--- config.mk ---
export PLATFORM = sky130hd
export DESIGN_NAME = ngft_ram
export DESIGN_NICKNAME = d
export VERILOG_FILES = /design/src/hw/rtl/ngft_ram.sv
export SDC_FILE = /design/constraint.sdc
export NUM_CORES = 2
export LEC_CHECK = 0
export BUFFER_PORTS_ARGS = -buffer_cell sky130_fd_sc_hd__buf_4
export CORE_ASPECT_RATIO = 1.2
export CORE_MARGIN = 4
export CORE_UTILIZATION = 30
export DETAILED_ROUTE_END_ITERATION = 7
export PLACE_DENSITY_LB_ADDON = 0.25
export SLEW_MARGIN = 40
export SYNTH_ARGS = -nofsm -noshare
export SYNTH_HDL_FRONTEND = slang
export SYNTH_SLANG_ARGS = --single-unit
--- constraint.sdc ---
create_clock -name clock -period 4.2 [get_ports clock]
set_input_delay 0.21 -clock clock [delete_from_list [all_inputs] [get_ports clock]]
set_output_delay 0.21 -clock clock [all_outputs]
set_load 0.005 [all_outputs]
--- src/hw/rtl/ngft_ram.sv ---
// ----------------------------------------------------------------------------
// ngft_ram
// Generic simple dual-port RAM, one write and one registered read port.
// ----------------------------------------------------------------------------
`timescale 1ns / 1ps

module ngft_ram #(
   parameter int WIDTH = 32,
   parameter int DEPTH = 128
) (
   input  logic                     clock,
   input  logic                     wr_en,
   input  logic [$clog2(DEPTH)-1:0] wr_addr,
   input  logic [WIDTH-1:0]         wr_data,
   input  logic                     rd_en,
   input  logic [$clog2(DEPTH)-1:0] rd_addr,
   output logic [WIDTH-1:0]         rd_data
);

   logic [WIDTH-1:0] mem_ff [DEPTH];
   logic [WIDTH-1:0] rd_data_ff;

   always_ff @(posedge clock) begin
      if (wr_en) begin
         mem_ff[wr_addr] <= wr_data;
      end
      if (rd_en) begin
         rd_data_ff <= mem_ff[rd_addr];
      end
   end

   assign rd_data = rd_data_ff;

endmodule

== After elaboration in Yosys (flattened, before gate mapping) ==
Memories as Yosys holds them, arrays and structs flattened. A register that Yosys moved wholly into a read port is not among the register bits.
Index checks and enable logic that the tools add are counted.

* Bits in registers: 0
* Bits in latches: 0
* Bits in writable memories: 4,096
* Bits in read-only memories: 0
* Bits of input ports: 49
* Output and inout port bits: 32
* Logic and storage cells: 3
* Memories kept: 1

{| class="wikitable"
|+ Memories
! name !! depth !! bits a word !! read ports !! clocked after Yosys merged registers in !! write ports !! line !! source
|-
| mem_ff || 128 || 32 || 1 || 1 || 1 || 20 || <nowiki>logic [WIDTH-1:0] mem_ff [DEPTH];</nowiki>
|}

* Add/sub/neg operators: 0
* Multiply operators: 0
* Div/mod/pow operators: 0
* Order comparisons: 0
* Equal/unequal tests: 0
* Shift operators: 0
* Multiplexer cells: 2
* Bitwise logic cells: 0
* Reductions and logical operators: 0

{| class="wikitable"
|+ Operators with widths
! cell !! count
|-
| $mux 1 || 2
|}

== Depth between registers and ports, before layout ==
* Depth in word-level cells: 2
* Depth in mapped cells: 8
* Mapped depth without buffers: 4

== Worst setup path before layout ==
OpenSTA, ideal clock, no wires.

* Path kind: input to register
* From: input port wr_en
* To: memory mem_ff[98][0] (enable)
* Arrival: 2.988 ns
* Data required time: 3.739 ns
* Setup slack: 0.751 ns
* Stages on the path: 3
* Path buffers: 1
* Path through: clkbuf_1 -> nand4_1 -> nor3_1

* Cells in the longest elaborated chain, start to end: 2

{| class="wikitable"
|+ RTL lines
! item !! line !! source
|-
| from (decl) || 12 || <nowiki>input logic wr_en,</nowiki>
|-
| $mux 1 || 24 || <nowiki>if (wr_en) begin</nowiki>
|-
| $mux 1 (implied by the code) || 25 || <nowiki>mem_ff[wr_addr] <= wr_data;</nowiki>
|-
| to (decl) || 20 ||
|}

Every way passes these cells.

==> flow_metrics.env <==
export IMPL_fin_skew_ns=0.07962
export IMPL_grt_ovfl_total=0
export IMPL_layout_min_cycle_time_ns=2.837
export IMPL_syn_num_nets=6039
export IMPL_ant_nets=0
export IMPL_yosys_top_cells_area="edfxtp_1 (79%), mux4_2 (19%), clkbuf_1 (0.44%)"
export IMPL_portBuffers=80
export IMPL_hpwl_um=272800
export IMPL_ys_ff_latch=4128
export IMPL_ys_seq_area_share_pct=79.16
export IMPL_status="completed"
export IMPL_comb_power_share_pct=5.5
export IMPL_arrival_ns=3.56
export IMPL_power_mw=87.18
export IMPL_syn_area_sq_um=156600
export IMPL_finalSetupViolCount=0
export IMPL_cp_start_kind="flip-flop"
export IMPL_fp_dieH_um=799.4
export IMPL_drv_slew=0
export IMPL_cts_tree="yes"
export IMPL_synthDistinctLibCells=16
export IMPL_fin_crit_sh_pct=67.54
export IMPL_synth_area_per_cell_sq_um=26.14
export IMPL_power_switching_mw=18.95
export IMPL_die_area_sq_um=533700
export IMPL_power_frac_seq_pct=52.4
export IMPL_cap_violations=0
export IMPL_yosys_area_share_adder_pct=0
export IMPL_path_cells="mux4_2 > mux4_2 > mux4_2 > mux2_2"
export IMPL_grt_pass1_vias=74207
export IMPL_hold_viol=0
export IMPL_worst_path_max_delay_cell="mux4_2"
export IMPL_drtIter0Drc=8590
export IMPL_drc_errors=0
export IMPL_grt_usage_pct=17.38
export IMPL_critPathKind="flip-flop to flip-flop"
export IMPL_synthSimpleGateAreaFrac_pct=0.4450
export IMPL_placed_area_sq_um=170300
export IMPL_insertion_delay_ns=0.99
export IMPL_crit_buf_inv=0
export IMPL_antenna_found_initial=75
export IMPL_cts_max_path_buffers=4
export IMPL_power_density_nw_per_um2=473.2
export IMPL_cpLargestDelayFamily="multiplexers"
export IMPL_row_count=290
export IMPL_fp_coreArea_sq_um=520000
export IMPL_wl_per_cell_um=33.96
export IMPL_irDropWorstVdd_mv=0.3476
export IMPL_synth_compound_area_share_pct=0
export IMPL_whs_ns=0.1560
export IMPL_layout_drive_gt1_share_pct=37.09
export IMPL_clock_fmax_mhz=352.5
export IMPL_cts_buffers=411
export IMPL_hold_path_class="input port to flip-flop"
export IMPL_final_util_pct=35.44
export IMPL_pin_count=81
export IMPL_viasPerCell=5.145
export IMPL_dieWidth_um=667.5
export IMPL_area_growth_synth_to_final_pct=17.66
export IMPL_start_util_pct=30.12
export IMPL_final_area_sq_um=184200
export IMPL_internal_power_mw=68.23
export IMPL_yosysTopAreaCell="edfxtp_1"
export IMPL_fill_cells=47023
export IMPL_cts_root_buf="clkbuf_16"
export IMPL_cp_max_fo=1
export IMPL_clock_power_share_pct=42.1
export IMPL_muxShareOfSynthArea_pct=19.56
export IMPL_clkSinkCount=4128
export IMPL_yosys_warnings=0
export IMPL_crit_path_frequent_cell="mux4_2"
export IMPL_synth_xor_area_share_pct=0
export IMPL_relSlewSlack_pct=39.89
export IMPL_sw_frac_of_total_pct=21.74
export IMPL_vias=71267
export IMPL_postCtsSetupRepairBufs=0
export IMPL_finalNetCount=6644
export IMPL_endpoint_kind="flip-flop"
export IMPL_gp_congestion=0.7935
export IMPL_drt_wl_total_um=470400
export IMPL_leakagePower_nw=55.58
export IMPL_cp_required_ns=4.93
export IMPL_tns_ns=0
export IMPL_path_clk_slew_ns=0.06
export IMPL_htree_levels=5
export IMPL_grt_pass1_wl_um=639700
export IMPL_rsz0062_at_grt="false"
export IMPL_synth_top_family_by_area="multiplexers"
export IMPL_grt_max_degree=128
export IMPL_drt_pass1_iterations=5
export IMPL_worstMarginPinSlew_ns=0.9016
export IMPL_synth_top_cell_area_share_pct=79.16
export IMPL_synthCells=5990
export IMPL_slowest_delay_ns=0.71
==> worst register-to-register path, delay by kind of cell (launching register included) <==
family  cells  cell delay [ns]
muxes       4             2.22
DFF         1             0.37
==> Yosys cell counts <==
cell type / instances
buf_1: 50
buf_2: 79
buf_4: 3
buf_6: 2
clkbuf_1: 182
edfxtp_1: 4128
mux2_2: 32
mux4_2: 1344
nand2_1: 14
nand2b_1: 2
nand3_1: 12
nand4_1: 3
nor2_1: 122
nor2b_1: 7
nor3_1: 9
or3_1: 1
==> cell type report <==
type | count | area (sq um) | share of cell area, %
repair buffers | 508 | 5966 | 3.238
well taps | 6862 | 8586 | 4.660
clock buffers | 485 | 10630 | 5.767
diodes | 64 | 160.2 | 0.08692
multi-input cells | 1546 | 32300 | 17.53
flip-flops and latches | 4128 | 124000 | 67.28
clock inverters | 259 | 2650 | 1.438
==> state kept, by name (all words and copies together) (netlist names) <==
signal   cells
rd_data     32
mem_ff    4096
==> power groups by stage <==
stage | logic, mW | clock network (mW) | registers [mW]
floorplan | 2.20 | 0 | 46.5
global placement | 4.78 | 0 | 46.6
detailed placement | 4.86 | 0 | 46.6
CTS | 4.90 | 37.5 | 45.7
global route | 4.98 | 39.2 | 45.7
finish | 4.78 | 36.7 | 45.7
==> stage by stage <==
stage | cells | setup WS (ns)
after floorplan | 5990 | 0.7513
after global placement | 12991 | 0.5128
after detailed placement | 12996 | 0.5056
after CTS | 13784 | 1.343
after global routing | 13835 | 1.351
final | 13852 | 1.363
==> layout by cell type, fill, tap and decap left out, drive strengths merged <==
cell type,netlist,final
diode,0,64
nor2b,7,7
buf,134,462
nor3,9,9
nand4,3,3
nor2,122,122
inv,0,20
mux2,32,32
nand2,14,14
bufinv,0,45
nand3,12,12
mux4,1344,1344
clkinvlp,0,12
dlygate4sd3,0,44
nand2b,2,2
or3,1,1
clkbuf,182,487
clkinv,0,182
edfxtp,4128,4128
==> logic make-up (layout without fill, tap and decap cells) <==
group | Yosys count | in the layout
flops | 4128 | 4128
mux | 1376 | 1376
buf+inv | 316 | 1252
simple gates | 170 | 170
other cells | 0 | 64
==> metal layers <==
| metal | wire, um | global-route usage, % | up-vias |
|---|---|---|---|
| li1 | - | - | 27742 |
| met5 | 197 | 0 | - |
| met4 | 14950 | 5.162 | 30 |
| met3 | 26870 | 2.222 | 574 |
| met1 | 185000 | 22.55 | 40403 |
| met2 | 243400 | 30.43 | 2518 |
==> path summary, 6_finish.rpt <==
path	startpoint	endpoint	slack (ns)	cells past startpoint
setup / recovery	mem_ff[69][12]	rd_data[12]	1.36	4
hold / removal	wr_addr[5]	mem_ff[85][3]	0.16	5
setup reg to reg	mem_ff[69][12]	rd_data[12]	1.36	4
hold reg to reg	mem_ff[126][8]	rd_data[8]	1.20	4
==> repair_timing <==
action                                 4_1_cts  5_1_grt
endpoints found under the hold margin     2345        0
hold buffers                                44        0
gates resized for setup                      0        0
Power figures use the tool's default switching activity.
