<file path="config.mk">
export PLATFORM = sky130hd
export DESIGN_NAME = ngft_rank
export DESIGN_NICKNAME = d
export VERILOG_FILES = /design/src/hw/rtl/ngft_pkg.sv /design/src/hw/rtl/ngft_rank.sv
export SDC_FILE = /design/constraint.sdc
export NUM_CORES = 1
export LEC_CHECK = 0
export ABC_AREA = 1
export CAP_MARGIN = 20
export CELL_PAD_IN_SITES_DETAIL_PLACEMENT = 2
export CELL_PAD_IN_SITES_GLOBAL_PLACEMENT = 2
export CORE_ASPECT_RATIO = 1.5
export CORE_MARGIN = 3
export CORE_UTILIZATION = 31
export CTS_CLUSTER_SIZE = 8
export DETAILED_ROUTE_END_ITERATION = 8
export DONT_BUFFER_PORTS = 1
export HOLD_SLACK_MARGIN = 0.03
export PLACE_DENSITY = 0.88
export SKIP_LAST_GASP = 1
export SYNTH_ARGS = -nofsm -noshare
export SYNTH_HDL_FRONTEND = slang
export SYNTH_SLANG_ARGS = --single-unit
</file>
<file path="constraint.sdc">
create_clock -name clock -period 2.1 [get_ports clock]
set_clock_uncertainty 0.2 [all_clocks]
set_input_delay 0.105 -clock clock [delete_from_list [all_inputs] [get_ports clock]]
set_output_delay 0.105 -clock clock [all_outputs]
set_load 0.01 [all_outputs]
</file>
<file path="src/hw/rtl/ngft_pkg.sv">
// ----------------------------------------------------------------------------
// ngft_pkg
// Shared types, codes and constants of the n-gram frequency block.
// ----------------------------------------------------------------------------
`timescale 1ns / 1ps

package ngft_pkg;

   localparam int CHAR_W     = 8;
   localparam int RANK_W     = 2;
   localparam int TOP_COUNT  = 3;
   localparam int OUT_TOK_W  = 16;
   localparam int COUNT_W    = 32;
   localparam int CSR_ADDR_W = 3;
   localparam int CSR_DATA_W = 32;

   localparam logic [1:0] OP_CHAR   = 2'd0;
   localparam logic [1:0] OP_REPORT = 2'd1;
   localparam logic [1:0] OP_CLEAR  = 2'd2;

   localparam logic              REG_EXCLUDED = 1'b0;
   localparam logic [CHAR_W-1:0] EXCL_RESET   = 8'd46;

   typedef enum logic [1:0] {
      ST_IDLE,
      ST_LOOKUP,
      ST_REPORT,
      ST_EMIT
   } state_type;

   typedef struct packed {
      logic full;
      logic skip;
   } win_status_type;

   typedef struct packed {
      logic clear;
      logic load;
   } rank_ctrl_type;

   function automatic logic is_blank(input logic [CHAR_W-1:0] c);
      is_blank = (c == 8'd32) || ((c >= 8'd9) && (c <= 8'd13));
   endfunction

endpackage

</file>
<file path="src/hw/rtl/ngft_rank.sv">
// ----------------------------------------------------------------------------
// ngft_rank
// Top-three register list; inserts one scanned entry per cycle while load is set.
// ----------------------------------------------------------------------------
`timescale 1ns / 1ps

module ngft_rank (
   input  logic                                clock,
   input  ngft_pkg::rank_ctrl_type             ctrl,
   input  logic [ngft_pkg::COUNT_W-1:0]        cnt_in,
   input  logic [ngft_pkg::OUT_TOK_W-1:0]      tok_in,
   output logic [ngft_pkg::OUT_TOK_W-1:0]      best_tok [ngft_pkg::TOP_COUNT],
   output logic [ngft_pkg::COUNT_W-1:0]        best_cnt [ngft_pkg::TOP_COUNT]
);

   logic [ngft_pkg::OUT_TOK_W-1:0] tok_ff  [ngft_pkg::TOP_COUNT];
   logic [ngft_pkg::OUT_TOK_W-1:0] tok_nx  [ngft_pkg::TOP_COUNT];
   logic [ngft_pkg::COUNT_W-1:0]   cnt_ff  [ngft_pkg::TOP_COUNT];
   logic [ngft_pkg::COUNT_W-1:0]   cnt_nx  [ngft_pkg::TOP_COUNT];
   logic [ngft_pkg::TOP_COUNT-1:0] gt;

   // strict compare: ties keep the earlier entry
   always_comb begin
      for (int j = 0; j < ngft_pkg::TOP_COUNT; j++) begin
         gt[j]     = (cnt_in > cnt_ff[j]);
         tok_nx[j] = tok_ff[j];
         cnt_nx[j] = cnt_ff[j];
      end
      for (int j = 0; j < ngft_pkg::TOP_COUNT; j++) begin
         if (ctrl.clear) begin
            tok_nx[j] = '0;
            cnt_nx[j] = '0;
         end else if (ctrl.load) begin
            if ((j > 0) && gt[(j > 0) ? j-1 : 0]) begin
               tok_nx[j] = tok_ff[(j > 0) ? j-1 : 0];
               cnt_nx[j] = cnt_ff[(j > 0) ? j-1 : 0];
            end else if (gt[j]) begin
               tok_nx[j] = tok_in;
               cnt_nx[j] = cnt_in;
            end
         end
      end
   end

   always_ff @(posedge clock) begin
      for (int j = 0; j < ngft_pkg::TOP_COUNT; j++) begin
         tok_ff[j] <= tok_nx[j];
         cnt_ff[j] <= cnt_nx[j];
      end
   end

   always_comb begin
      for (int j = 0; j < ngft_pkg::TOP_COUNT; j++) begin
         best_tok[j] = tok_ff[j];
         best_cnt[j] = cnt_ff[j];
      end
   end

endmodule

</file>
==> results.md, run 1 <==
* Yosys warns at 0
* Seq/Total Area, Yosys at 0.302
* CTS Buffer Depth at 2
* Initial antenna violation count at 3
* Die width at ~150 um
* Inst Count DP at 2068
* Synth area leaders: dfxtp_1 30%, nand2_1 18%, ha_1 13%
* Worst_ep grt: cnt_ff[0][53]$_SDFFE_PP0P_/D
* Port Buffers at 0
* Cell taking the most area after synthesis: dfxtp_1
* Die Ht at 221 um
* Worst-path end type: register input
* CTS sink count at 144
* Synth Cell Area at 9550 um^2
* Root buffer cell: clkbuf_16
* Initial Utilization at 0.315
* Stopped at: 5_1_grt
* FF+latch count, synth at about 140
* Ys flop type: dfxtp_1
* Std cell rows at 78
* Syn Area/Cell at 6.22 um^2
* Synth unique cells at 23
* Post-synth EDFFs at 0
* Cells after Synth at 1535
* Asr flop ratio synth at 0
* Synth top area share at 0.302
* Outcome: aborted with a tool error
* CTS Buf Count at 17
* Largest net degree at the start of global routing at 40
* Final HPWL DP at around 35000 um
* Final Wtd Congestion at 0.787
* Post-synthesis net count at 1682
* Htree depth at 4
* Run-stopping error: [ERROR DPL-0033] detailed placement checks failed during check placement.
* Top Ports at 195
cells by family after synthesis:
logic type                 after synthesis  synth area share
buffers and inverters                  236             0.109
and+or+nand+nor                        978             0.419
DFF                                    144             0.302
AOI/OAI and AO/OA                       81            0.0448
adders and majority gates               96             0.126
per-stage QoR:
step / util / hold WS, ns / setup slack, ns / TNS (ns) / instance area (um^2)
2_1_floorplan: - / 0.0398 / -0.0474 / -1.52 / 9740
3_3_place_gp: 0.382 / -0.0216 / -0.494 / -58.02 / 11600
3_5_place_dp: 0.382 / -0.0197 / -0.797 / -83.87 / 11600
4_1_cts: 0.486 / -0.385 / -0.501 / -60.27 / 14800
timing repair:
action / 4_1_cts
gates resized for setup: 284
setup buffers: 36
hold endpoints to repair: 144
pin swaps: 85
setup endpoints to repair: 144
hold buffers: 49
gates cloned: 22
cells in the mapped netlist (2+ instances only):
| library cell | n |
|---|---|
| o21ai_0 | 10 |
| dfxtp_1 | 144 |
| nand2_2 | 2 |
| buf_4 | 15 |
| buf_1 | 8 |
| o21a_1 | 5 |
| buf_2 | 30 |
| clkbuf_1 | 29 |
| nand4_1 | 25 |
| buf_6 | 8 |
| inv_1 | 145 |
| nor2_1 | 285 |
| nand3_1 | 197 |
| a21o_1 | 2 |
| nand2_1 | 466 |
| a21oi_1 | 62 |
| ha_1 | 96 |
==> run 2: changes to the inputs <==
==> config.mk (replaced) <==
export PLATFORM = sky130hd
export DESIGN_NAME = ngft_rank
export DESIGN_NICKNAME = d
export VERILOG_FILES = /design/src/hw/rtl/ngft_pkg.sv /design/src/hw/rtl/ngft_rank.sv
export SDC_FILE = /design/constraint.sdc
export NUM_CORES = 1
export LEC_CHECK = 0
export ABC_AREA = 1
export CAP_MARGIN = 20
export CORE_MARGIN = 3
export CORE_UTILIZATION = 25
export DETAILED_ROUTE_END_ITERATION = 8
export DONT_BUFFER_PORTS = 1
export PLACE_DENSITY_LB_ADDON = 0.15
export SKIP_LAST_GASP = 1
export SYNTH_ARGS = -nofsm -noshare
export SYNTH_HDL_FRONTEND = slang
export SYNTH_SLANG_ARGS = --single-unit
==> constraint.sdc (replaced) <==
create_clock -name clock -period 2.7 [get_ports clock]
set_clock_uncertainty 0.2 [all_clocks]
set_input_delay 0.135 -clock clock [delete_from_list [all_inputs] [get_ports clock]]
set_output_delay 0.135 -clock clock [all_outputs]
set_load 0.01 [all_outputs]
==> run 2 against run 1 <==
The flow now finishes, with violations (hold timing). Synthesized cell count did not move. Synthesized area did not move.
==> results.md, run 2 <==
* Outcome: complete, but fails checks
* Violated checks: hold timing
* Slowest-stage cell, CP: dfxtp_1
* Clk_lat worst skew at 0.46 ns
* Inst Count DP at 2075
* Seq/Total Area, Yosys at 0.302
* Initial antenna violation count at 0
* Rel. slew slack at 0.445
* Commonest non-fill, non-tap cell in the layout: nand2_1
* Overall Power at 8.77 mW
* CP cell instances: inv_1, ha_1, nand2_1, nor2_2, nand4_1, nor2_1, nand2_2, nand3_4, buf_4, buf_12, nand3_1, nand2_1, nor2_1
* NetSw at 3.44 mW
* Worst Hold Slack at -0.342 ns
* Cells on Worst Hold Path at 2
* Largest net degree at the start of global routing at 49
* Hold Crit Class: in -> reg
* Leakage at about 6 nW
* Yosys warns at 0
* Final WL at 37900 um
* PwrDens at 724 nW/um^2
* Initial Utilization at 0.257
* Max stage delay on crit path at 0.35 ns
* Global-route wire length before repair at 58800 um
* R2R cell count at 13
* Largest Register: cnt_ff
* Synth Cell Area at 9550 um^2
* Htree depth at 4
* Final setup viols at 0
* Synth area leaders: dfxtp_1 30%, nand2_1 18%, ha_1 13%
* # diodes at 0
* CTS Buf Count at 17
* Crit. End Element: flip-flop
* DRC Markers at 0
* First-pass DRT Iterations at 5
* Slew Viols, Final at 0
* Worst-margin pin slew at 0.829 ns
* Die Ht at 201 um
* Post-Layout Cell Count at 2161
* WP buf/inv at 3
* Ys flop type: dfxtp_1
* Average vias per placed instance at 4.59
* Port Buffers at 0
* Final ANT Viol Nets at 0
* Final HPWL DP at roughly 26000 um
* Asr flop ratio synth at 0
* Clock share of power at 0.301
* CTS clk-pin slew, worst paths at ~0.07 ns
* RSZ-0062 raised after global routing: yes
* Initial DRC Count at about 400
* CORE AREA at ~37000 um^2
* Synth top area share at 0.302
* Commonest cells after routing, fill and taps aside: 460 x nand2_1, 280 x nor2_1, 196 x nand3_1
* Synth unique cells at 23
* Post-synth EDFFs at 0
* Placed inst area at 10900 um^2
* GRT Util Overall at 0.186
* Cells after Synth at ~1500
* Most common cell in the netlist: nand2_1
* Post-synthesis net count at between 1500 and 2000
* FF+latch count, synth at 144
* CTS tree: built
* Max Fclk at 0.398 GHz
* Switching share of power at 0.392
* Final Hold Violating Endpoints at 110
* Tcrit/Tclk final at 0.930
* Int Pwr at 5.33 mW
* Share of cells above drive strength 1 at 0.109
* CTS Buffer Depth at 2
* Vias in the first global route at 9553
* Max_cap viols at 0
* Root buffer cell: clkbuf_16
* Commonest cells in the netlist: 466 x nand2_1, 285 x nor2_1, 197 x nand3_1
* Die width at 201 um
* Gate power share at 0.383
* Final net count at 1791
* Total grt overflow at 0
* Largest register FFs at 96
* Std cell rows at 70
* Die Area at 40600 um^2
* Post-CTS Hold Fix Bufs at 49
* Worst-path fanout max at 22
* Vias after detailed routing at 9914
* WL/cell at 17.5 um
* Critical path arrival at approximately 2.6 ns
* Crit path required time at 2.83 ns
* Fin area at 12100 um^2
* Syn Area/Cell at 6.22 um^2
* Largest registers: cnt_ff (96), tok_ff (48)
* Worst path depth at 13
* Maximum VDD drop at 0.492 mV
* CP Class: reg -> reg
* Largest delay contributor family on the critical path: simple AND/OR/NAND/NOR gates
* Min Tclk post-route at 2.51 ns
* Sum Neg Setup Slack at 0 ns
* Top Ports at 195
* CTS sink count at 144
* Cell taking the most area after synthesis: dfxtp_1
* Final Wtd Congestion at 0.784
* Flop pwr share at 0.315
* Worst setup SP type: flip-flop
* P&R area growth vs syn at 26.9%
## run 2: cell counts after synthesis
Identical to the previous run, type by type.
## run 2: worst register-to-register path, stage by stage, from the launching register on
cell	delay, ns
dfxtp_1	0.35
inv_1	0.07
ha_1	0.28
nand2_1	0.09
nor2_2	0.16
nand4_1	0.15
nor2_1	0.26
nand2_2	0.18
nand3_4	0.13
buf_4	0.17
buf_12	0.18
nand3_1	0.09
nand2_1	0.06
nor2_1	0.04
## run 2: per-stage QoR
stage | hold slack (ns) | setup WS [ns] | util
after CTS | -0.365 | 0.0235 | 0.323
after detailed placement | 0.0101 | 0.0429 | 0.293
after global routing | -0.355 | -0.00595 | 0.326
after floorplan | 0.0699 | 0.469 | -
after global placement | 0.00781 | 0.0700 | 0.293
final | -0.342 | 0.189 | 0.326
## run 2: timing repair
item                                   CTS  global route
endpoints found under the hold margin  144           109
gates resized for setup                  0            13
buffers inserted                         0             4
setup endpoints to repair                0           115
## run 2: power by group through the flow
stage / clock network, mW / logic, mW / registers, mW
6_report: 2.64 / 3.36 / 2.77
3_5_place_dp: 0 / 3.23 / 2.82
3_3_place_gp: 0 / 3.21 / 2.82
2_1_floorplan: 0 / 2.01 / 2.87
4_1_cts: 2.72 / 3.35 / 2.77
5_1_grt: 2.79 / 3.85 / 2.82
## run 2: layer usage
metal	track usage	vias up	share of wire
li1	-	5061	-
met1	0.239	4593	0.45
met2	0.311	236	0.47
met3	0.0487	24	0.065
met4	0.0451	0	0.014
met5	0	-	0
## run 2: final timing paths
check,start,end,slack [ns]
setup reg to reg,cnt_ff[0][39]$_SDFFE_PP0P_,cnt_ff[0][85]$_SDFFE_PP0P_,0.19
hold / removal,ctrl[0],tok_ff[0][14]$_SDFFE_PP0P_,-0.34
setup / recovery,cnt_ff[0][39]$_SDFFE_PP0P_,cnt_ff[0][85]$_SDFFE_PP0P_,0.19
hold reg to reg,tok_ff[0][11]$_SDFFE_PP0P_,tok_ff[0][11]$_SDFFE_PP0P_,0.34
## run 2: kinds of logic after synthesis
group | synth area share
AOI/OAI and AO/OA | 0.0448
adders and majority gates | 0.126
buffers and inverters | 0.109
DFF | 0.302
and+or+nand+nor | 0.419
## run 2: cell type report
type / count / area (um^2)
fillers: 4138 / 25000
multi-input cells: 1155 / 5700
flip-flops and latches: 144 / 2880
repair buffers: 180 / 1730
well taps: 504 / 631
inverters: 146 / 551
clock buffers: 19 / 453
clock inverters: 13 / 175
Power figures use the tool's default switching activity.
==> run 3: changes to the inputs <==
--- a/config.mk
+++ b/config.mk
@@ -7,6 +7,8 @@
 export LEC_CHECK = 0
 export ABC_AREA = 1
 export CAP_MARGIN = 20
+export CELL_PAD_IN_SITES_DETAIL_PLACEMENT = 0
+export CELL_PAD_IN_SITES_GLOBAL_PLACEMENT = 1
 export CORE_MARGIN = 3
 export CORE_UTILIZATION = 25
 export DETAILED_ROUTE_END_ITERATION = 8
==> run 3 against run 2 <==
Worst hold slack gained 0.52 ns. Clock power shrank 11%. Routed wire length grew 0.77%. The flow now finishes without violations. Register-to-register slack is essentially flat. Sequential power is essentially flat. Via count shrank 1.4%. Die area is the same. Cell count grew 0.19%.
==> results.md, run 3 (same netlist as run 2, synthesis figures left out) <==
* Outcome: completed
* Min Tclk post-route at 2.50 ns
* Final net count at ~1800
* Placed inst area at 10800 um^2
* Worst-path fanout max at 15
* Final Wtd Congestion at between 0.7 and 0.8
* Top Ports at a little under 200
* Clk_lat worst skew at 0.45 ns
* Crit path required time at roughly 2.8 ns
* Slowest-stage cell, CP: dfxtp_1
* Vias after detailed routing at 9779
* Critical path arrival at 2.64 ns
* CP cell instances: inv_1, ha_1, nand2_1, nor2_2, nand2_1, inv_1, nand2_1, nand2_1, nand2_1, nand2_4, nand2_4, nand2_1, nand2_4, clkbuf_16, nor2_1, nor2_1
* Die Ht at 201 um
* Hold Crit Class: in -> reg
* Overall Power at 8.50 mW
* # diodes at 0
* CORE AREA at 37100 um^2
* WL/cell at 17.6 um
* Std cell rows at 70
* Initial antenna violation count at 1
* Crit. End Element: flip-flop
* Share of cells above drive strength 1 at 0.114
* Met2 usage at 0.307
* Largest registers: cnt_ff (96), tok_ff (48)
* Slew Viols, Final at 0
* Worst setup SP type: flip-flop
* Top Usage Layer GRT: met2
* Most frequent CP cell: nand2_1
* Global-route wire length before repair at 58300 um
* Register area at 2880 um^2
* Initial DRC Count at 446
* CP Class: reg -> reg
* Total grt overflow at 0
* Leakage at 6.14 nW
* GRT Util Overall at 0.184
* Initial Utilization at 0.257
* Largest net degree at the start of global routing at 52
* CTS clk-pin slew, worst paths at 0.07 ns
* Root buffer cell: clkbuf_16
* Worst-margin pin slew at 0.831 ns
* CTS tree: built
* Port Buffers at 0
* DRC Markers at 0
* Htree depth at 4
* Fill cell count at 4144
* Die Area at 40600 um^2
* Final HPWL DP at 25400 um
* Final WL at between 30000 and 40000 um
* CTS Buf Count at 17
* P&R area growth vs syn at 26.9%
* CTS Buffer Depth at 2
* Final Hold Violating Endpoints at 0
* Tcrit/Tclk final at 0.926
* Vias in the first global route at 9707
* Max stage delay on crit path at 0.33 ns
* Multi-input logic area at 5730 um^2
* Final setup viols at 0
* CTS sink count at 144
* Max_cap viols at 0
* Final ANT Viol Nets at 0
* Maximum VDD drop at 0.468 mV
* PwrDens at 702 nW/um^2
* Die width at 201 um
* Largest Register: cnt_ff
* Rel. slew slack at 0.444
* GR Util met1 at 0.236
* Largest register FFs at 96
* Commonest non-fill, non-tap cell in the layout: nand2_1
* Commonest cells after routing, fill and taps aside: 459 x nand2_1, 280 x nor2_1, 196 x nand3_1
* Global Route met3 Usage at 0.0500
* Fin area at about 12000 um^2
* First-pass DRT Iterations at 5
* Average vias per placed instance at 4.52
* Max Fclk at 0.400 GHz
## run 3: cell types whose count changed in the layout (fill, tap and decap cells not counted), moves of 2 or more
cell,change
a21oi_1,-4
a21oi_2,+4
buf_12,-2
buf_4,+4
bufinv_16,-3
clkbuf_16,+2
clkinvlp_4,+4
nand2_4,+2
nor3_2,-2
o21ai_0,-2
o21ai_1,+2
## run 3: layout make-up
type	instances	area share
clock buffer	19	0.0374
tap	504	0.0520
timing repair buffer	184	0.146
multi-input combinational	1155	0.473
sequential	144	0.238
clock inverter	13	0.00857
inverter	146	0.0454
## run 3: worst max-delay path: cells and delay by family, from the launching register on
family,cells,cell delay [ns]
and+or+nand+nor,12,1.25
buffers and inverters,3,0.35
DFF,1,0.33
adders and majority gates,1,0.29
## run 3: final timing paths
path | start | end | slack, ns | depth (start not counted)
worst max-delay path | cnt_ff[0][47]$_SDFFE_PP0P_ | cnt_ff[0][86]$_SDFFE_PP0P_ | 0.20 | 16
worst max register to register | cnt_ff[0][47]$_SDFFE_PP0P_ | cnt_ff[0][86]$_SDFFE_PP0P_ | 0.20 | 16
worst min-delay path | ctrl[0] | cnt_ff[0][87]$_SDFFE_PP0P_ | 0.17 | 6
worst min register to register | tok_ff[0][0]$_SDFFE_PP0P_ | tok_ff[0][0]$_SDFFE_PP0P_ | 0.33 | 2
## run 3: metrics by stage
step                      hold slack, ns  TNS (ns)  worst slack, ns  instances  utilization
final                              0.174         0            0.201       2165        0.326
after global routing               0.195  -0.00439         -0.00439       2165        0.326
after CTS                          0.146         0           0.0104       2160        0.322
after detailed placement         0.00771         0           0.0243       2074        0.292
after global placement           0.00621         0           0.0273       2074        0.292
after floorplan                   0.0699         0            0.469       1535            -
## run 3: routing by layer
| metal | share of wire | routed length (um) |
|---|---|---|
| met1 | 0.46 | 17500 |
| met2 | 0.47 | 17900 |
| met3 | 0.061 | 2330 |
| met4 | 0.013 | 504 |
| met5 | 0 | 0 |
## run 3: power by group
group / switching, mW / leakage [nW] / internal (mW)
Combinational: 2.06 / 4.68 / 1.34
Sequential: 0.291 / 1.19 / 2.47
Clock: 1.10 / 0.259 / 1.24
Total: 3.46 / 6.14 / 5.05
## run 3: repair_timing
item | in CTS | in global routing
gates resized for setup | 0 | 26
pin swaps | 1 | 4
endpoints found under the hold margin | 144 | 0
hold buffers | 51 | 0
cloned | 0 | 3
buffers inserted | 3 | 2
setup endpoints to repair | 3 | 144
