**config.mk**
```make
export PLATFORM = sky130hd
export DESIGN_NAME = ngft_window
export DESIGN_NICKNAME = d
export VERILOG_FILES = /design/src/hw/rtl/ngft_pkg.sv /design/src/hw/rtl/ngft_window.sv
export SDC_FILE = /design/constraint.sdc
export NUM_CORES = 1
export LEC_CHECK = 0
export BUFFER_PORTS_ARGS = -buffer_cell sky130_fd_sc_hd__buf_2
export CORE_AREA = 2 2 39 41
export CTS_BUF_LIST = sky130_fd_sc_hd__clkbuf_8
export CTS_CLUSTER_SIZE = 40
export DETAILED_ROUTE_END_ITERATION = 8
export DIE_AREA = 0 0 41 43
export GPL_TIMING_DRIVEN = 0
export PLACE_DENSITY_LB_ADDON = 0.2
export SYNTH_ARGS = -nofsm -noshare
export SYNTH_HDL_FRONTEND = slang
export SYNTH_SLANG_ARGS = --single-unit
```
**constraint.sdc**
```tcl
create_clock -name clock -period 1.4 [get_ports clock]
set_clock_uncertainty 0.05 [all_clocks]
set_input_delay 0.21 -clock clock [delete_from_list [all_inputs] [get_ports clock]]
set_output_delay 0.21 -clock clock [all_outputs]
set_load 0.005 [all_outputs]
```
**src/hw/rtl/ngft_pkg.sv**
```systemverilog
// ----------------------------------------------------------------------------
// ngft_pkg
// Shared types, codes and constants of the n-gram frequency block.
// ----------------------------------------------------------------------------
`timescale 1ns / 1ps

package ngft_pkg;

   localparam int CHAR_W     = 8;
   localparam int RANK_W     = 2;
   localparam int TOP_COUNT  = 3;
   localparam int OUT_TOK_W  = 16;
   localparam int COUNT_W    = 32;
   localparam int CSR_ADDR_W = 3;
   localparam int CSR_DATA_W = 32;

   localparam logic [1:0] OP_CHAR   = 2'd0;
   localparam logic [1:0] OP_REPORT = 2'd1;
   localparam logic [1:0] OP_CLEAR  = 2'd2;

   localparam logic              REG_EXCLUDED = 1'b0;
   localparam logic [CHAR_W-1:0] EXCL_RESET   = 8'd46;

   typedef enum logic [1:0] {
      ST_IDLE,
      ST_LOOKUP,
      ST_REPORT,
      ST_EMIT
   } state_type;

   typedef struct packed {
      logic full;
      logic skip;
   } win_status_type;

   typedef struct packed {
      logic clear;
      logic load;
   } rank_ctrl_type;

   function automatic logic is_blank(input logic [CHAR_W-1:0] c);
      is_blank = (c == 8'd32) || ((c >= 8'd9) && (c <= 8'd13));
   endfunction

endpackage

```
**src/hw/rtl/ngft_window.sv**
```systemverilog
// ----------------------------------------------------------------------------
// ngft_window
// Sliding character window; forms the token and the excluded-char flag.
// ----------------------------------------------------------------------------
`timescale 1ns / 1ps

module ngft_window #(
   parameter int WINDOW_LEN = 2
) (
   input  logic                          clock,
   input  logic                          reset,
   input  logic                          shift,
   input  logic                          clear,
   input  logic [ngft_pkg::CHAR_W-1:0]   char_in,
   input  logic [ngft_pkg::CHAR_W-1:0]   excluded,
   output ngft_pkg::win_status_type      status,
   output logic [8*WINDOW_LEN-1:0]       token
);

   localparam int HOLD  = WINDOW_LEN - 1;
   localparam int CNT_W = $clog2(WINDOW_LEN);

   logic [ngft_pkg::CHAR_W-1:0] chars_ff [HOLD];
   logic [ngft_pkg::CHAR_W-1:0] chars_in [HOLD];
   logic [CNT_W-1:0]            cnt_ff;
   logic [CNT_W-1:0]            cnt_in;
   logic                        full;
   logic                        skip;

   assign full = (cnt_ff == CNT_W'(HOLD));

   always_comb begin
      token = '0;
      skip  = (char_in == excluded);
      for (int i = 0; i < HOLD; i++) begin
         token[8*(HOLD-i) +: 8] = chars_ff[i];
         if (chars_ff[i] == excluded) begin
            skip = 1'b1;
         end
      end
      token[7:0] = char_in;
   end

   assign status.full = full;
   assign status.skip = skip;

   // shift appends at the young end unless clear is high; once full, order matches
   always_comb begin
      cnt_in = cnt_ff;
      for (int i = 0; i < HOLD; i++) begin
         chars_in[i] = chars_ff[i];
      end
      if (clear) begin
         cnt_in = '0;
         for (int i = 0; i < HOLD; i++) begin
            chars_in[i] = '0;
         end
      end else if (shift) begin
         for (int i = 0; i < HOLD - 1; i++) begin
            chars_in[i] = chars_ff[i+1];
         end
         chars_in[HOLD-1] = char_in;
         if (!full) begin
            cnt_in = cnt_ff + 1'b1;
         end
      end
   end

   always_ff @(posedge clock) begin
      if (reset) begin
         cnt_ff <= '0;
         for (int i = 0; i < HOLD; i++) begin
            chars_ff[i] <= '0;
         end
      end else begin
         cnt_ff <= cnt_in;
         for (int i = 0; i < HOLD; i++) begin
            chars_ff[i] <= chars_in[i];
         end
      end
   end

endmodule

```
# After elaboration in Yosys (flattened, before gate mapping)
# Memories as Yosys holds them, arrays and structs flattened.
# Cells that the tools add are included.
# W data, S select, Z words.
[word_totals]
ff_bits = 1
ram_bits = 8
in_bits = 20
out_inout_bits = 18
wordCells = 16
n_memories = 1
[mem_list]
columns = ["name", "depth", "width", "read_ports", "rd_clocked_by_memory_dff", "write_ports", "line", "text"]
rows = [
  ["chars_ff", 1, 8, 1, 0, 1, "ngft_window.sv:23", "logic [ngft_pkg::CHAR_W-1:0] chars_ff [HOLD];"],
]
[op_classes]
addsub = 1
n_eq_ne = 2
muxes = 9
reduce_logical = 2
[ops]
columns = ["operator", "n"]
rows = [
  ["$mux W8", 3],
  ["$eq A8 B8 Y1", 2],
  ["$reduce_or A8 Y1", 1],
  ["$mux W1", 6],
  ["$reduce_or A2 Y1", 1],
  ["$add A1 B1 Y1 const B", 1],
]

# Longest topological paths before layout
# Gate-level depths: netlist (run 1).
[depth]
ltp_word = 3
ltp_mapped = 4

# Worst setup path before layout (run 1)
# No wires, ideal clock.
[synth_path]
path_type = "register -> output"
from = "memory chars_ff[0][2] (netlist name)"
to = "output status[0] (netlist name)"
arrival_ns = 0.814
required_ns = 1.140
setup_slack_ns = 0.326
stages_incl_launch_ff = 5
n_path_buf = 1
path_cell_list = "dfxtp_1 xnor2_1 nand4_1 o22ai_1 buf_4"
[synth_via]
elab_chain_cells = 3
[synth_rtl]
columns = ["item", "line", "text"]
rows = [
  ["start: declaration", "ngft_window.sv:23", ""],
  ["$mem_v2 Z1 W8", "--", ""],
  ["$eq A8 B8 Y1", "ngft_window.sv:37", "if (chars_ff[i] == excluded) begin"],
  ["$mux W1", "ngft_window.sv:37", ""],
  ["end: declaration", "ngft_window.sv:16", "output ngft_pkg::win_status_type status,"],
]
# No other way between the ends.

# Worst setup path after layout (run 1)
[layout_path]
from = "memory chars_ff[0][3] (netlist name)"
to = "output status[0] (netlist name)"
# Same word-level chain as after synthesis.

==> summary.txt, run 1 <==
Run status
  • Outcome: completed

GRT
  • Gr usage total: 0.162
  • Largest net degree at the start of global routing: 10
  • Grt total ovfl: 0
  • Number of global-route vias before repair: 475
  • First-pass GRT wire length: 1.94 mm
  • Antenna violations before repair: 0

Detailed routing
  • Post-route ant nets: 0
  • Routed WL: 1.25 mm
  • Vias per cell: 4.51
  • Pre-antenna DRT Iters: 2
  • DR vias: 537
  • Drt first-iter violations: 3
  • Drt drc: 0
  • WL/cell: 10.5 um

Worst setup path
  • Type of origin of the critical path: flop
  • Slowest-stage cell, CP: dfxtp_2
  • Reg2reg setup slack: 0.61 ns
  • Worst-path maximum fanout: 3
  • CP peak stage delay: 0.32 ns
  • Worst path cell trace: xnor2_1 -> nand4_1 -> o22ai_1 -> buf_2
  • CP required: 1.14 ns
  • Crit end category: primary output
  • Critical setup path kind: flop to primary output
  • CP arrival: 1.08 ns

Timing
  • Setup_tns: 0 ns
  • Final hold viol count: 0
  • Final-report setup violation count: 0
  • Worst Tran Pin Value: 0.129 ns
  • Max Slew Vio Count: 0
  • Period utilization: 0.954
  • Headroom to the max-slew limit: 0.911
  • Fmax: 0.748 GHz
  • Min Tclk post-route: 1.34 ns
  • RSZ-0062 raised after global routing: false
  • Final hold slack: 0.209 ns

Cells and area
  • Share of layout cells above drive strength 1: 0.631
  • Most common cell after layout, fill and taps aside: buf_2
  • Final nets: 124
  • Area growth, synth to finish: 52.7%
  • Most frequent cells in the layout: 36 x buf_2, 13 x buf_4, 12 x xnor2_1, 10 x nor2_1
  • Diode count: 0

Clock network
  • Num Clock Sinks: 9
  • Worst-skew pair later-pin latency: 0.23 ns
  • Max Root-Sink Buffers: 2
  • Root Driver: clkbuf_8
  • CTS buffer count: 3
  • TritonCTS clock tree: done
  • Clk slew on worst S/H paths: 0.05 ns
  • H-tree depth: 1

Die
  • Core area: 1380 um^2
  • I/O pin count: 38
  • Die Area: 1760 um^2
  • Core Rows: 14
  • Chip Height: 43 um
  • Starting Density: 0.411
  • Die width: 41 um

Yosys
  • Leading area contributor after synthesis: dfxtp_1
  • Post-synthesis sequential area ratio: 0.316
  • Mapped Area: 569 um^2
  • Yosys warnings: 0
  • Cells after Synth: 61
  • Post-Syn Nets: 81
  • Post-synth top area share: 0.316
  • Unique masters post-synth: 9
  • Synthesized flop and latch total: 9
  • Cells taking the most area after synthesis: dfxtp_1 32%, xnor2_1 25%, buf_4 15%
  • Post-synthesis average cell area: 9.33 um^2

Pwr
  • Maximum VDD drop: 0.810 mV
  • Pwr dens: 853 nW/um^2
  • Lkg Pwr: 0.442 nW

Placement
  • Detail Placement HPWL: 952 um
  • I/O Buffers: 36
  • GPL Wtd Cong: 0.710

Flow run
  • Max Cap Viol: 0

Worst hold path
  • Hold Path Class: input pin to flop
==> logic make-up (layout without fill, tap and decap cells) <==
logic type / Yosys count / count (layout) / synth area share
XOR/XNOR: 16 / 16 / 0.246
AND/OR/NAND/NOR: 15 / 15 / 0.121
buffers and inverters: 12 / 54 / 0.165
flip-flops: 9 / 9 / 0.316
multiplexers: 8 / 8 / 0.141
AO/OA/AOI/OAI: 1 / 1 / 0.0110
==> cell usage after synthesis, drive strengths merged <==
master,number
dfxtp,9
nor2,10
or2,1
xnor2,16
mux2i,8
nand4,4
buf,12
o22ai,1
==> routing by layer <==
metal,GRT usage,vias up,part of all wire
li1,-,273,-
met1,0.207,245,0.39
met2,0.247,17,0.54
met3,0.0471,2,0.059
met4,0.0600,0,0.0096
met5,0,-,0
==> flip-flops by register name, summed over array words and instances (netlist names) <==
register,flops
chars_ff,8
cnt_ff,1
==> per-stage QoR <==
stage / area [um^2] / utilization / std cells / setup slack [ns] / total power [mW]
finish: 870 / 0.628 / 119 / 0.0638 / 0.742
global route: 870 / 0.628 / 119 / 0.00753 / 0.786
CTS: 862 / 0.623 / 119 / 0.0741 / 0.745
detailed placement: 769 / 0.556 / 113 / 0.151 / 0.435
global placement: 769 / 0.556 / 113 / 0.141 / 0.434
floorplan: 569 / - / 61 / 0.326 / 0.369
==> area by class of cell <==
| type | count | area [um^2] |
|---|---|---|
| repair buffers | 39 | 203 |
| clock inverters | 1 | 3.75 |
| plain buffers | 11 | 86.3 |
| well taps | 16 | 20.0 |
| clock buffers | 3 | 41.3 |
| flip-flops and latches | 9 | 190 |
| multi-input cells | 40 | 325 |
| fillers | 129 | 514 |
==> worst max-delay path: cells and delay by family, from the launching register on <==
family	cells	cell delay (ns)
DFF	1	0.32
AOI/OAI and AO/OA	1	0.14
xor gates and xnor gates	1	0.14
buffers and inverters	1	0.13
and+or+nand+nor	1	0.10
==> timing repair <==
| action | in CTS | in global routing |
|---|---|---|
| resized for setup | 11 | 1 |
| pin swaps | 10 | 1 |
| endpoints found under the setup margin | 1 | 1 |
| hold buffers | 0 | 0 |
| setup buffers | 3 | 0 |
==> power by group <==
group	switching (mW)	total, mW	internal [mW]
registers	0.00763	0.275	0.268
clock network	0.106	0.297	0.191
logic	0.0675	0.169	0.102
==> path summary, 6_finish.rpt <==
check | to | depth (start not counted) | start
min | chars_ff[0][2] | 3 | char_in[2]
min reg2reg | cnt_ff | 2 | cnt_ff
max | status[0] | 4 | chars_ff[0][3]
max reg2reg | chars_ff[0][0] | 3 | chars_ff[0][0]
Note: power is estimated with default switching activity, not from simulation.
==> inputs of run 2 (changes only) <==
Settings changed: MAX_ROUTING_LAYER set to met4.
==> run 2 against run 1 <==
Against the previous run: hold slack unchanged; utilization unchanged; power about the same; final area unchanged; via count increased by 0.37%; die area unchanged; fmax unchanged; cell count unchanged; sequential share of layout area unchanged; sequential power about the same; register-to-register slack about the same; global-route usage increased by 0.30 points; critical path type unchanged; largest cell class unchanged; largest power group unchanged.
==> summary.txt, run 2 (synthesized netlist as in run 1, its figures left out) <==
Worst setup path
  • FF-to-FF Start: chars_ff[0][0]
  • CP arrival: 1.08 ns (about the same)
  • Crit path max-delay family: flip-flops
  • Critical setup path kind: flop to primary output
  • Worst-path maximum fanout: 3 (unchanged)
  • CP peak stage delay: 0.32 ns (about the same)
  • Critical Path Source: chars_ff[0][3]
  • CP required: 1.14 ns (about the same)
  • Reg-to-reg endpoint: chars_ff[0][0]
  • Worst path cell trace: xnor2_1 -> nand4_1 -> o22ai_1 -> buf_2
  • Reg2reg setup slack: 0.61 ns (about the same)
  • Crit end category: primary output
  • Slowest-stage cell, CP: dfxtp_2
  • R2R depth: 3 (unchanged)
  • Type of origin of the critical path: flop
  • CP Capture Point: status[0]
  • Crit path depth: 4 (unchanged)
  • Crit path buf inv count: 1 (unchanged)

Pwr
  • Maximum VDD drop: 0.808 mV (-0.21%)
  • Pwr dens: 853 nW/um^2 (about the same)
  • Lkg Pwr: 0.442 nW (unchanged)

Die
  • Die width: 41 um (unchanged)
  • I/O pin count: 38 (unchanged)
  • Die Area: 1760 um^2 (unchanged)
  • Core area: 1380 um^2 (unchanged)
  • Chip Height: 43 um (unchanged)
  • Starting Density: 0.411 (unchanged)
  • Core Rows: 14 (unchanged)

Cells and area
  • Share of layout cells above drive strength 1: 0.631 (unchanged)
  • Biggest regs: chars_ff x8, cnt_ff x1
  • Max FFs per register: 8 (unchanged)
  • Fin util: 0.628 (unchanged)
  • Most frequent cells in the layout: 36 x buf_2, 13 x buf_4, 12 x xnor2_1, 10 x nor2_1
  • Most flops, register: chars_ff
  • Diode count: 0 (unchanged)
  • Area growth, synth to finish: 52.7% (unchanged)
  • Most common cell after layout, fill and taps aside: buf_2
  • Final nets: 124 (unchanged)

GRT
  • Met1 Resource Use GR: 0.203 (-0.00328)
  • Grt total ovfl: 0 (unchanged)
  • Largest net degree at the start of global routing: 10 (unchanged)
  • Gr usage total: 0.165 (+0.00298)
  • Antenna violations before repair: 0 (unchanged)
  • Number of global-route vias before repair: 477 (+0.42%)
  • Met2 usage: 0.247 (unchanged)
  • GRT met3 Usage: 0.0471 (unchanged)
  • Most Crowded Layer GR: met2
  • First-pass GRT wire length: 1.93 mm (-0.67%)

Clock network
  • Max Root-Sink Buffers: 2 (unchanged)
  • Worst-skew pair later-pin latency: 0.23 ns (about the same)
  • H-tree depth: 1 (unchanged)
  • Clk slew on worst S/H paths: 0.05 ns (about the same)
  • TritonCTS clock tree: done
  • Root Driver: clkbuf_8
  • Num Clock Sinks: 9 (unchanged)
  • CTS buffer count: 3 (unchanged)

Timing
  • Final-report setup violation count: 0 (unchanged)
  • Fmax: 0.748 GHz (unchanged)
  • Setup_tns: 0 ns (unchanged)
  • Final hold viol count: 0 (unchanged)
  • RSZ-0062 raised after global routing: false
  • Worst Tran Pin Value: 0.129 ns (-0.000135 ns)
  • Min Tclk post-route: 1.34 ns (-0.000000200 ns)
  • Max Slew Vio Count: 0 (unchanged)
  • Final hold slack: 0.209 ns (unchanged)
  • Headroom to the max-slew limit: 0.912 (about the same)
  • Period utilization: 0.954 (about the same)

Detailed routing
  • WL/cell: 10.4 um (-0.40%)
  • Pre-antenna DRT Iters: 2 (unchanged)
  • DR vias: 539 (+0.37%)
  • Drt first-iter violations: 3 (unchanged)
  • Routed WL: 1.24 mm (-0.40%)
  • Vias per cell: 4.53 (+0.37%)
  • Post-route ant nets: 0 (unchanged)
  • Drt drc: 0 (unchanged)

Placement
  • I/O Buffers: 36 (unchanged)
  • Detail Placement HPWL: 952 um (unchanged)
  • GPL Wtd Cong: 0.718 (+1.1%)

Flow run
  • Max Cap Viol: 0 (unchanged)

Worst hold path
  • Hold Path Class: input pin to flop

Run status
  • Outcome: completed
==> run 2: cell counts in the layout (fill, tap and decap cells not counted) <==
Identical to the previous run, type by type.
==> run 2: timing repair <==
item / in CTS / in global routing
resized for setup: 11 / 1
setup buffers: 3 / 0
hold buffers: 0 / 0
setup endpoints to repair: 1 / 1
pin swaps: 10 / 1
cloned: 0 / 0
==> run 2: layout make-up <==
class / instances / area [um^2]
buffer: 11 / 86.3
clock buffer: 3 / 41.3
clock inverter: 1 / 3.75
fill: 129 / 514
multi-input combinational: 40 / 325
sequential: 9 / 190
tap: 16 / 20.0
timing repair buffer: 39 / 203
==> run 2: metal layers <==
metal | part of all wire | vias up | wire, um
met3 | 0.059 | 2 | 73
met1 | 0.39 | 246 | 485
met5 | 0 | - | 0
met4 | 0.0097 | 0 | 12
li1 | - | 274 | -
met2 | 0.54 | 17 | 669
==> run 2: how the worst min path moves through the flow <==
stage          slack [ns]        from              to  cells after the start
2_1_floorplan        0.31  char_in[0]  chars_ff[0][0]                      2
3_3_place_gp         0.40      cnt_ff          cnt_ff                      2
3_5_place_dp         0.41      cnt_ff          cnt_ff                      2
4_1_cts              0.21  char_in[7]  chars_ff[0][7]                      3
5_1_grt              0.23  char_in[7]  chars_ff[0][7]                      3
6_report             0.21  char_in[2]  chars_ff[0][2]                      3
==> run 2: power breakdown <==
group / total, mW / leakage [nW] / internal (mW) / switching [mW]
sequential: 0.275 / 0.0770 / 0.268 / 0.00763
combinational: 0.169 / 0.338 / 0.102 / 0.0674
clock: 0.297 / 0.0269 / 0.191 / 0.106
total: 0.741 / 0.442 / 0.561 / 0.181
==> run 2: worst reg2reg max path, stage by stage (launching register included) <==
cell and delay (ns):
dfxtp_2 0.33, buf_4 0.13, mux2i_1 0.12, nor2_1 0.05
==> run 2: per-stage QoR <==
step | std cells | power, mW | setup WS [ns] | instance area [um^2]
final | 119 | 0.741 | 0.0638 | 870
after global routing | 119 | 0.786 | 0.00753 | 870
after detailed placement | 113 | 0.435 | 0.151 | 769
after global placement | 113 | 0.434 | 0.141 | 769
after CTS | 119 | 0.745 | 0.0741 | 862
after floorplan | 61 | 0.369 | 0.326 | 569
==> inputs of run 3 (changes only) <==
Settings changed: BUFFER_PORTS_ARGS -buffer_cell sky130_fd_sc_hd__buf_2 to unset, DONT_BUFFER_PORTS set to 1, RECOVER_POWER set to 100.
==> run 3 against run 2 <==
Against the previous run: clock power decreased by 3%; register-to-register slack improved by 0.10 ns; die area unchanged; sequential power about the same; hold slack got worse by 0.12 ns; critical path depth unchanged; largest power group unchanged; non-clock buffer count decreased by 38; fmax decreased by 1.8%; combinational power decreased by 38%.
==> summary.txt, run 3 (synthesized netlist as in run 1, its figures left out) <==
Clock network
  • H-tree depth: 1 (unchanged)
  • Root Driver: clkbuf_8
  • TritonCTS clock tree: done
  • Max Root-Sink Buffers: 2 (unchanged)
  • Num Clock Sinks: 9 (unchanged)
  • Worst-skew pair later-pin latency: 0.23 ns (about the same)
  • Hold-fix buffer count after cts: 0 (unchanged)
  • CTS buffer count: 3 (unchanged)
  • Clk slew on worst S/H paths: 0.05 ns (about the same)

GRT
  • Number of global-route vias before repair: 404 (-15%)
  • Grt total ovfl: 0 (unchanged)
  • Largest net degree at the start of global routing: 10 (unchanged)
  • Gr usage total: 0.153 (-0.0115)
  • Antenna violations before repair: 0 (unchanged)
  • First-pass GRT wire length: 1.68 mm (-13%)

Timing
  • Worst Tran Pin Value: 0.136 ns (+0.00719 ns)
  • Period utilization: 0.972 (+0.0173)
  • RSZ-0062 raised after global routing: true
  • Final hold viol count: 0 (unchanged)
  • Setup_tns: 0 ns (unchanged)
  • Headroom to the max-slew limit: 0.907 (-0.00493)
  • Final-report setup violation count: 0 (unchanged)
  • Max Slew Vio Count: 0 (unchanged)
  • Fmax: 0.735 GHz (-1.8%)
  • Min Tclk post-route: 1.36 ns (+0.0242 ns)

Worst setup path
  • Worst path cell trace: xnor2_2 -> nand4_1 -> o22ai_1 -> buf_4
  • FF-to-FF Start: chars_ff[0][7]
  • Crit path buf inv count: 1 (unchanged)
  • Slowest-stage cell, CP: dfxtp_2
  • Type of origin of the critical path: flop
  • Worst-path maximum fanout: 3 (unchanged)
  • CP required: 1.14 ns (about the same)
  • Crit path max-delay family: flip-flops
  • CP arrival: 1.10 ns (+0.02 ns)
  • Critical setup path kind: flop to primary output
  • Critical Path Source: chars_ff[0][7]
  • Crit end category: primary output
  • CP peak stage delay: 0.34 ns (+0.02 ns)

Flow run
  • Max Cap Viol: 0 (unchanged)

Die
  • Core Rows: 14 (unchanged)
  • Core area: 1380 um^2 (unchanged)
  • Starting Density: 0.411 (unchanged)
  • Chip Height: 43 um (unchanged)
  • Die width: 41 um (unchanged)
  • I/O pin count: 38 (unchanged)
  • Die Area: 1760 um^2 (unchanged)

Detailed routing
  • Post-route ant nets: 0 (unchanged)
  • WL/cell: 13.3 um (+28%)
  • Vias per cell: 4.83 (+6.6%)
  • DR vias: 391 (-27%)
  • Routed WL: 1.08 mm (-13%)
  • Drt drc: 0 (unchanged)
  • Drt first-iter violations: 2 (-1)
  • Pre-antenna DRT Iters: 2 (unchanged)

Pwr
  • Lkg Pwr: 0.276 nW (-38%)
  • Maximum VDD drop: 0.523 mV (-35%)
  • Pwr dens: 990 nW/um^2 (+16%)

Cells and area
  • Final nets: 86 (-31%)
  • Max FFs per register: 8 (unchanged)
  • Filler-free cell count of the finished design: 81 (-32%)
  • Diode count: 0 (unchanged)
  • Filler cells: 150 (+16%)
  • Most flops, register: chars_ff
  • Area growth, synth to finish: 18.9%
  • Share of layout cells above drive strength 1: 0.415 (-0.216)
  • Most common cell after layout, fill and taps aside: xnor2_1
  • Biggest regs: chars_ff x8, cnt_ff x1
  • Most frequent cells in the layout: 12 x xnor2_1, 10 x nor2_1, 9 x clkbuf_4, 8 x mux2i_1, 7 x dfxtp_2

Placement
  • I/O Buffers: 0 (-100%)
  • GPL Wtd Cong: 0.624 (-13%)
  • Placed cell count: 77 (-32%)

Worst hold path
  • Hold Path Class: input pin to flop
  • Hold path startpoint: char_in[4]

Run status
  • Outcome: completed
[run 3: cell types whose count changed in the layout (fill, tap and decap cells not counted)]
cell,before,now
buf_4,13,2
clkbuf_4,0,9
buf_2,36,0
dfxtp_4,0,1
dfxtp_2,8,7
[run 3: layer usage]
metal | vias up | track usage | routed length [um]
li1 | 198 | - | -
met3 | 2 | 0.0628 | 101
met5 | - | - | 0
met1 | 173 | 0.176 | 427
met2 | 18 | 0.200 | 527
met4 | 0 | 0.120 | 23
[run 3: worst paths after layout]
check | depth (start not counted) | slack, ns | endpoint
worst max register to register | 2 | 0.71 | chars_ff[0][7]
worst min-delay path | 2 | 0.08 | chars_ff[0][4]
worst max-delay path | 4 | 0.04 | status[0]
worst min register to register | 2 | 0.42 | cnt_ff
[run 3: final cells by class]
cell class	count	area, um^2	area share
well taps	16	20.0	0.0296
clock buffers	3	41.3	0.0610
multi-input cells	40	325	0.481
clock inverters	1	3.75	0.00555
plain buffers	12	93.8	0.139
flip-flops and latches	9	193	0.285
[run 3: report_power, final]
| group | switching [mW] | total, mW | internal [mW] |
|---|---|---|---|
| logic | 0.0361 | 0.105 | 0.0684 |
| clock network | 0.0984 | 0.289 | 0.191 |
| registers | 0.0102 | 0.277 | 0.266 |
[run 3: metrics by stage]
step	power (mW)	hold slack, ns	util	setup WS, ns	instance area (um^2)
final	0.670	0.0847	0.489	0.0395	677
after floorplan	0.369	0.307	-	0.326	569
after detailed placement	0.382	0.321	0.426	0.227	589
after CTS	0.683	0.0816	0.476	0.0115	659
after global placement	0.382	0.313	0.426	0.232	589
after global routing	0.707	0.0838	0.489	-0.0209	677
[run 3: repair_timing]
| item | in CTS | in global routing |
|---|---|---|
| gates resized for setup | 10 | 3 |
| buffers inserted | 0 | 0 |
| setup endpoints to repair | 1 | 1 |
| pin swaps | 1 | 4 |
